### src/rtl/core/r2y_pkg.sv
// ----------------------------------------------------------------------------
// r2y_pkg
// Types, coefficients and helpers for the RGB555 to YUY2 packer.
// ----------------------------------------------------------------------------
package r2y_pkg;

   typedef struct packed {
      logic [7:0] y;
      logic [7:0] u;
      logic [7:0] v;
   } yuv_type;

   // register index, taken from the word address of the config port
   localparam logic REG_DOUBLE_WIDTH = 1'b0;
   localparam logic REG_MSB_FIRST    = 1'b1;

   localparam int  PADDR_WIDTH = 3;
   localparam int  PDATA_WIDTH = 32;

   // BT.601-style coefficients, Q15
   localparam logic signed [24:0] Y_R   =  25'sd8453;
   localparam logic signed [24:0] Y_G   =  25'sd16594;
   localparam logic signed [24:0] Y_B   =  25'sd3223;
   localparam logic signed [24:0] Y_OFS =  25'sd524288;
   localparam logic signed [24:0] U_R   = -25'sd4878;
   localparam logic signed [24:0] U_G   = -25'sd9578;
   localparam logic signed [24:0] U_B   =  25'sd14456;
   localparam logic signed [24:0] C_OFS =  25'sd4210688;
   localparam logic signed [24:0] V_R   =  25'sd14456;
   localparam logic signed [24:0] V_G   = -25'sd12105;
   localparam logic signed [24:0] V_B   = -25'sd2351;

   // 5-bit channel to 8 bits by replicating the top bits
   function automatic logic signed [24:0] widen5(input logic [4:0] c);
      return $signed({17'b0, c, c[4:2]});
   endfunction

   function automatic yuv_type pixel_yuv(input logic [14:0] pix);
      logic signed [24:0] r;
      logic signed [24:0] g;
      logic signed [24:0] b;
      logic signed [24:0] y_sum;
      logic signed [24:0] u_sum;
      logic signed [24:0] v_sum;
      yuv_type            res;
      r = widen5(pix[14:10]);
      g = widen5(pix[9:5]);
      b = widen5(pix[4:0]);
      // all sums stay in 0 .. 2^23-1, so bits 22:15 are the result
      y_sum = Y_R * r + Y_G * g + Y_B * b + Y_OFS;
      u_sum = U_R * r + U_G * g + U_B * b + C_OFS;
      v_sum = V_R * r + V_G * g + V_B * b + C_OFS;
      res.y = y_sum[22:15];
      res.u = u_sum[22:15];
      res.v = v_sum[22:15];
      return res;
   endfunction

   function automatic logic [31:0] pack_word(input logic [7:0] y_a, input logic [7:0] u,
                                             input logic [7:0] y_b, input logic [7:0] v,
                                             input logic msb_first);
      if (msb_first) begin
         return {y_a, u, y_b, v};
      end
      return {v, y_b, u, y_a};
   endfunction

endpackage

### src/rtl/core/rgb555_to_yuy2_packer.sv
// ----------------------------------------------------------------------------
// rgb555_to_yuy2_packer
// Converts a pair of RGB555 pixels into packed YUY2 words.
// ----------------------------------------------------------------------------
// A pixel pair is registered on entry, converted by constant multiplies in
// one combinational pass and placed in the result register once it is free.
// In normal mode one packed word with averaged chroma leaves per pair and a
// new pair is taken every cycle while the result side does not stall. In
// double-width mode each pair gives two words, one per pixel, through the
// single result register, holding the pair until both are loaded; the second
// word follows the first in the next cycle unless the result side stalls.
// Configuration registers: 0x0 double_width, 0x4 msb_first_order (bit 0).
module rgb555_to_yuy2_packer (
   input  logic                               clock,
   input  logic                               reset,
   input  logic                               req_valid,
   output logic                               req_stall,
   input  logic [14:0]                        req_pixel_first,
   input  logic [14:0]                        req_pixel_second,
   output logic                               rsp_valid,
   input  logic                               rsp_stall,
   output logic [31:0]                        rsp_packed_word,
   output logic                               rsp_last_of_item,
   input  logic                               psel,
   input  logic                               penable,
   input  logic                               pwrite,
   input  logic [r2y_pkg::PADDR_WIDTH-1:0]    paddr,
   input  logic [r2y_pkg::PDATA_WIDTH-1:0]    pwdata,
   output logic [r2y_pkg::PDATA_WIDTH-1:0]    prdata,
   output logic                               pready
);

   logic double_width_ff;
   logic msb_first_ff;

   logic        in_valid_ff;
   logic        in_valid_in;
   logic [14:0] pix_a_ff;
   logic [14:0] pix_b_ff;
   logic        phase_ff;
   logic        phase_in;

   logic        out_valid_ff;
   logic        out_valid_in;
   logic [31:0] word_ff;
   logic [31:0] word_in;
   logic        last_ff;
   logic        last_in;

   logic             out_free;
   logic             out_load;
   logic             in_consume;
   logic             in_load;
   logic             csr_write;
   r2y_pkg::yuv_type yuv_a;
   r2y_pkg::yuv_type yuv_b;
   logic [8:0]       u_sum;
   logic [8:0]       v_sum;
   logic [7:0]       u_avg;
   logic [7:0]       v_avg;

   // configuration port
   assign pready    = 1'b1;
   assign csr_write = psel && penable && pwrite;

   always_ff @(posedge clock) begin
      if (reset) begin
         double_width_ff <= 1'b0;
         msb_first_ff    <= 1'b0;
      end else if (csr_write) begin
         if (paddr[2] == r2y_pkg::REG_DOUBLE_WIDTH) begin
            double_width_ff <= pwdata[0];
         end
         if (paddr[2] == r2y_pkg::REG_MSB_FIRST) begin
            msb_first_ff <= pwdata[0];
         end
      end
   end

   always_comb begin
      prdata = '0;
      if (paddr[2] == r2y_pkg::REG_DOUBLE_WIDTH) begin
         prdata[0] = double_width_ff;
      end else begin
         prdata[0] = msb_first_ff;
      end
   end

   // conversion
   assign yuv_a = r2y_pkg::pixel_yuv(pix_a_ff);
   assign yuv_b = r2y_pkg::pixel_yuv(pix_b_ff);
   assign u_sum = {1'b0, yuv_a.u} + {1'b0, yuv_b.u};
   assign v_sum = {1'b0, yuv_a.v} + {1'b0, yuv_b.v};
   assign u_avg = u_sum[8:1];
   // in msb-first order the V lane drops each pixel's low bit before adding
   assign v_avg = msb_first_ff ? ({1'b0, yuv_a.v[7:1]} + {1'b0, yuv_b.v[7:1]})
                               : v_sum[8:1];

   // handshake
   assign out_free   = !out_valid_ff || !rsp_stall;
   assign out_load   = in_valid_ff && out_free;
   assign in_consume = out_load && (!double_width_ff || phase_ff);
   assign in_load    = !in_valid_ff || in_consume;
   assign req_stall  = !in_load;

   always_comb begin
      in_valid_in  = in_valid_ff;
      phase_in     = phase_ff;
      out_valid_in = out_valid_ff;
      word_in      = word_ff;
      last_in      = last_ff;
      if (in_load) begin
         in_valid_in = req_valid;
      end
      if (out_load) begin
         out_valid_in = 1'b1;
         if (double_width_ff && !phase_ff) begin
            word_in  = r2y_pkg::pack_word(yuv_a.y, yuv_a.u, yuv_a.y, yuv_a.v, msb_first_ff);
            last_in  = 1'b0;
            phase_in = 1'b1;
         end else if (double_width_ff) begin
            word_in  = r2y_pkg::pack_word(yuv_b.y, yuv_b.u, yuv_b.y, yuv_b.v, msb_first_ff);
            last_in  = 1'b1;
            phase_in = 1'b0;
         end else begin
            word_in  = r2y_pkg::pack_word(yuv_a.y, u_avg, yuv_b.y, v_avg, msb_first_ff);
            last_in  = 1'b1;
            phase_in = 1'b0;
         end
      end else if (!rsp_stall) begin
         out_valid_in = 1'b0;
      end
   end

   always_ff @(posedge clock) begin
      if (reset) begin
         in_valid_ff  <= 1'b0;
         phase_ff     <= 1'b0;
         out_valid_ff <= 1'b0;
      end else begin
         in_valid_ff  <= in_valid_in;
         phase_ff     <= phase_in;
         out_valid_ff <= out_valid_in;
      end
   end

   always_ff @(posedge clock) begin
      if (in_load) begin
         pix_a_ff <= req_pixel_first;
         pix_b_ff <= req_pixel_second;
      end
      word_ff <= word_in;
      last_ff <= last_in;
   end

   assign rsp_valid        = out_valid_ff;
   assign rsp_packed_word  = word_ff;
   assign rsp_last_of_item = last_ff;

   // the input side only holds off while a pair is waiting in the input register
   a_stall_needs_item: assert property (@(posedge clock) disable iff (reset)
      req_stall |-> in_valid_ff)
      else $error("input stalled with empty input register");

   // a pending second word implies its pair is still held
   a_phase_holds_item: assert property (@(posedge clock) disable iff (reset)
      phase_ff |-> in_valid_ff)
      else $error("second word pending without a held pair");

   // a non-final word is always followed by the rest of its pair
   a_first_word_pending: assert property (@(posedge clock) disable iff (reset)
      (out_valid_ff && !last_ff) |-> phase_ff)
      else $error("first word shown without its second word pending");

   // once the first word of a pair is taken the second is shown next cycle
   a_second_word_follows: assert property (@(posedge clock) disable iff (reset)
      (rsp_valid && !rsp_stall && !rsp_last_of_item) |=> (rsp_valid && rsp_last_of_item))
      else $error("second word did not follow the first");

endmodule

### config.mk
export PLATFORM = sky130hd
export DESIGN_NAME = rgb555_to_yuy2_packer
export DESIGN_NICKNAME = d
export VERILOG_FILES = /design/src/rtl/core/r2y_pkg.sv /design/src/rtl/core/rgb555_to_yuy2_packer.sv
export SDC_FILE = /design/constraint.sdc
export NUM_CORES = 2
export LEC_CHECK = 0
export BUFFER_PORTS_ARGS = -buffer_cell sky130_fd_sc_hd__clkbuf_2
export CAP_MARGIN = 40
export CORE_ASPECT_RATIO = 0.75
export CORE_UTILIZATION = 38
export CTS_CLUSTER_SIZE = 28
export DETAILED_ROUTE_END_ITERATION = 6
export PLACE_DENSITY = 0.58
export SETUP_SLACK_MARGIN = 0.15
export SLEW_MARGIN = 20
export SYNTH_ARGS = -nofsm -noshare
export SYNTH_HDL_FRONTEND = slang
export SYNTH_SLANG_ARGS = --single-unit
### constraint.sdc
create_clock -name clock -period 12.6 [get_ports clock]
set_clock_uncertainty 0.15 [all_clocks]
set_input_delay 2.52 -clock clock [delete_from_list [all_inputs] [get_ports clock]]
set_output_delay 2.52 -clock clock [all_outputs]
set_load 0.005 [all_outputs]
==> run_results.csv <==
group,metric,value,unit
clock_network,tritoncts,"yes",
clock_network,cts.sinks,68,
yosys,syn_inst,3879,
sta,holdWs,349,ps
worst_setup_path,cp-end-kind,"register",
worst_setup_path,path_class,"reg -> reg",
global_routing,gr-total-overflow,0,
worst_setup_path,cp_slowest_stage_delay,550,ps
floorplan,start_util,0.386,
clock_network,cts_root_buffer,"clkbuf_16",
yosys,synth_top_family_by_area,"adder cells",
placed_design,gp_congestion,0.962,
sta,setup_viol_count_final,0,
placed_design,place_hpwl,95300,um
sta,fmax,86.4,MHz
layout,fin_cells,5308,
floorplan,dieArea,101000,um^2
floorplan,io_pins,140,
yosys,synth-simple-area-share,0.0439,
floorplan,core-area,97900,um^2
clock_network,clk_latency,400,ps
min_path,worst_hold_path_type,"reg -> reg",
global_routing,grt_max_degree,38,
yosys,yosysWarningCount,0,
clock_network,hold_buffers,0,
worst_setup_path,crit_fanout,10,
route,wl_per_cell,20.2,um
clock_network,cts-htree-levels,3,
layout,diodes,0,
sta,relSlewSlack,0.396,
clock_network,clk_pin_slew,70,ps
yosys,synth.distinct_cells,75,
floorplan,die_w,366,um
route,routed_wl,107000,um
layout,drive_gt1_frac,0.0438,
yosys,yosysMostFrequentCell,"inv_1",
layout,num-fill-cells,9797,
layout,syn_to_final_growth,6.60,%
yosys,ys_top_cells_by_area,"fa_1, ha_1, inv_1, xnor2_1, edfxtp_1",
route,firstDrtPassIters,6,
layout,finalNetCount,5577,
yosys,async_reset_ff_frac,0,
route,postRouteAntennaNets,0,
sta,rsz0062_at_grt,"false",
route,post-route-drc-count,0,
yosys,synth.top_cell.area_share,0.325,
global_routing,grt_pass1_wl,164000,um
sta,worstMarginPinSlew,883,ps
worst_setup_path,crit_slowest_cell,"fa_1",
sta,tns,0,ps
sta,slew_viol_final,0,
yosys,synthAdderAreaFrac,0.623,
worst_setup_path,start_kind,"register",
worst_setup_path,cp.arrival,11540,ps
placed_design,placedCellCount,5286,
route,viasPerCell,4.89,
yosys,synthesis.area,37800,um^2
yosys,synth_top_area_cell,"fa_1",
placed_design,port_buffers,74,
clock_network,numCtsBuffers,9,
sta,final.min_clock_period,11580,ps
yosys,ys_ff_latch,68,
clock_network,post_cts_buffers,0,
sta,timing_hold_violations_final,0,
global_routing,grt_pass1_vias,26700,
yosys,synth_compound_area_frac,0.0863,
global_routing,track_usage,0.219,
yosys,synth_edf_count,63,
clock_network,cts_resized,0,
worst_setup_path,cp.required,12560,ps
yosys,muxShareOfSynthArea,0.0120,
floorplan,rows,99,
status,status,"completed",
yosys,ys.flop_type,"edfxtp_1",
run,maxCapViolCount,0,
route,drtIter0Drc,1607,
yosys,synth-xor-area-share,0.0692,
yosys,yosys-top-cells-count,"inv_1, ha_1, fa_1",
yosys,yosysSeqAreaShare,0.0527,
yosys,syn_area_per_cell,9.74,um^2
floorplan,die_h,275,um
sta,min_period_over_period,0.919,
clock_network,clock_path_buffers,2,
global_routing,grt_antenna_before_repair,2,
route,vias,26000,
cell type report:
| cell class | count | area, um^2 | share of cell area |
|---|---|---|---|
| multi-input cells | 2743 | 31700 | 0.786 |
| inverters | 1045 | 3920 | 0.0973 |
| flip-flops and latches | 68 | 1990 | 0.0495 |
| well taps | 1313 | 1640 | 0.0408 |
| repair buffers | 123 | 748 | 0.0186 |
| clock buffers | 10 | 229 | 0.00568 |
| clock inverters | 6 | 72.6 | 0.00180 |
path summary, 6_finish.rpt:
| path | start | end | slack [ps] | depth (start not counted) |
|---|---|---|---|---|
| hold reg to reg | in_valid_ff | rsp_valid | 350 | 2 |
| setup reg to reg | pix_a_ff[14] | rsp_packed_word[31] | 1020 | 45 |
| setup / recovery | pix_a_ff[14] | rsp_packed_word[31] | 1020 | 45 |
| hold / removal | in_valid_ff | rsp_valid | 350 | 2 |
cell usage in the layout, fill, tap and decap left out, drive strengths merged, types with 9 or more instances in the layout:
master and count:
inv 1045, ha 901, fa 614, xnor2 221, a21oi 155, nor2 132
clkbuf 86, o21ai 81, xor2 75, nand2 69, a21o 64, edfxtp 63
nor3 46, buf 46, o21bai 45, nand3 36, mux2i 34, conb 32
o21a 25, nor2b 22, a31oi 13, a211oi 13, nand4 12, nand2b 11
or2 9, a31o 9, o211ai 9
kinds of logic after synthesis:
| family | after synthesis |
|---|---|
| adder cells (fa/ha/maj) | 1515 |
| flip-flops | 68 |
| multiplexers | 43 |
| buffers and inverters | 1098 |
| XOR/XNOR | 297 |
| AND/OR/NAND/NOR | 360 |
| AO/OA/AOI/OAI | 496 |
| other | 2 |
metrics by stage:
step / cell area, um^2 / util / worst slack, ps
global placement: 39900 / 0.408 / 1130
CTS: 40200 / 0.411 / 1020
finish: 40300 / 0.412 / 1020
floorplan: 37900 / - / 2400
detailed placement: 39900 / 0.408 / 1120
global route: 40300 / 0.412 / 265
state kept, by name (all words and copies together) (netlist names):
| register | count |
|---|---|
| pix_b_ff | 15 |
| msb_first_ff | 1 |
| rsp_last_of_item | 1 |
| pix_a_ff | 15 |
| rsp_valid | 1 |
| rsp_packed_word | 32 |
| phase_ff | 1 |
| double_width_ff | 1 |
| in_valid_ff | 1 |
worst max-delay path, delay by kind of cell (launching register included):
| kind | cells | cell delay (ps) |
|---|---|---|
| adders and majority gates | 12 | 5020 |
| AOI/OAI and AO/OA | 14 | 2960 |
| buffers and inverters | 10 | 1180 |
| and+or+nand+nor | 5 | 730 |
| muxes | 2 | 440 |
| xor gates and xnor gates | 2 | 440 |
| DFF | 1 | 360 |
metal layers:
metal,up-vias,global-route usage,share of wire
met3,69,0.0806,0.10
met5,-,0.0165,0.0022
li1,12600,-,-
met4,4,0.0335,0.013
met2,716,0.292,0.37
met1,12600,0.334,0.51
Power is left out: the tool's default activity adds up to more than one toggle a clock period on the data nets, which glitch-free logic cannot reach.
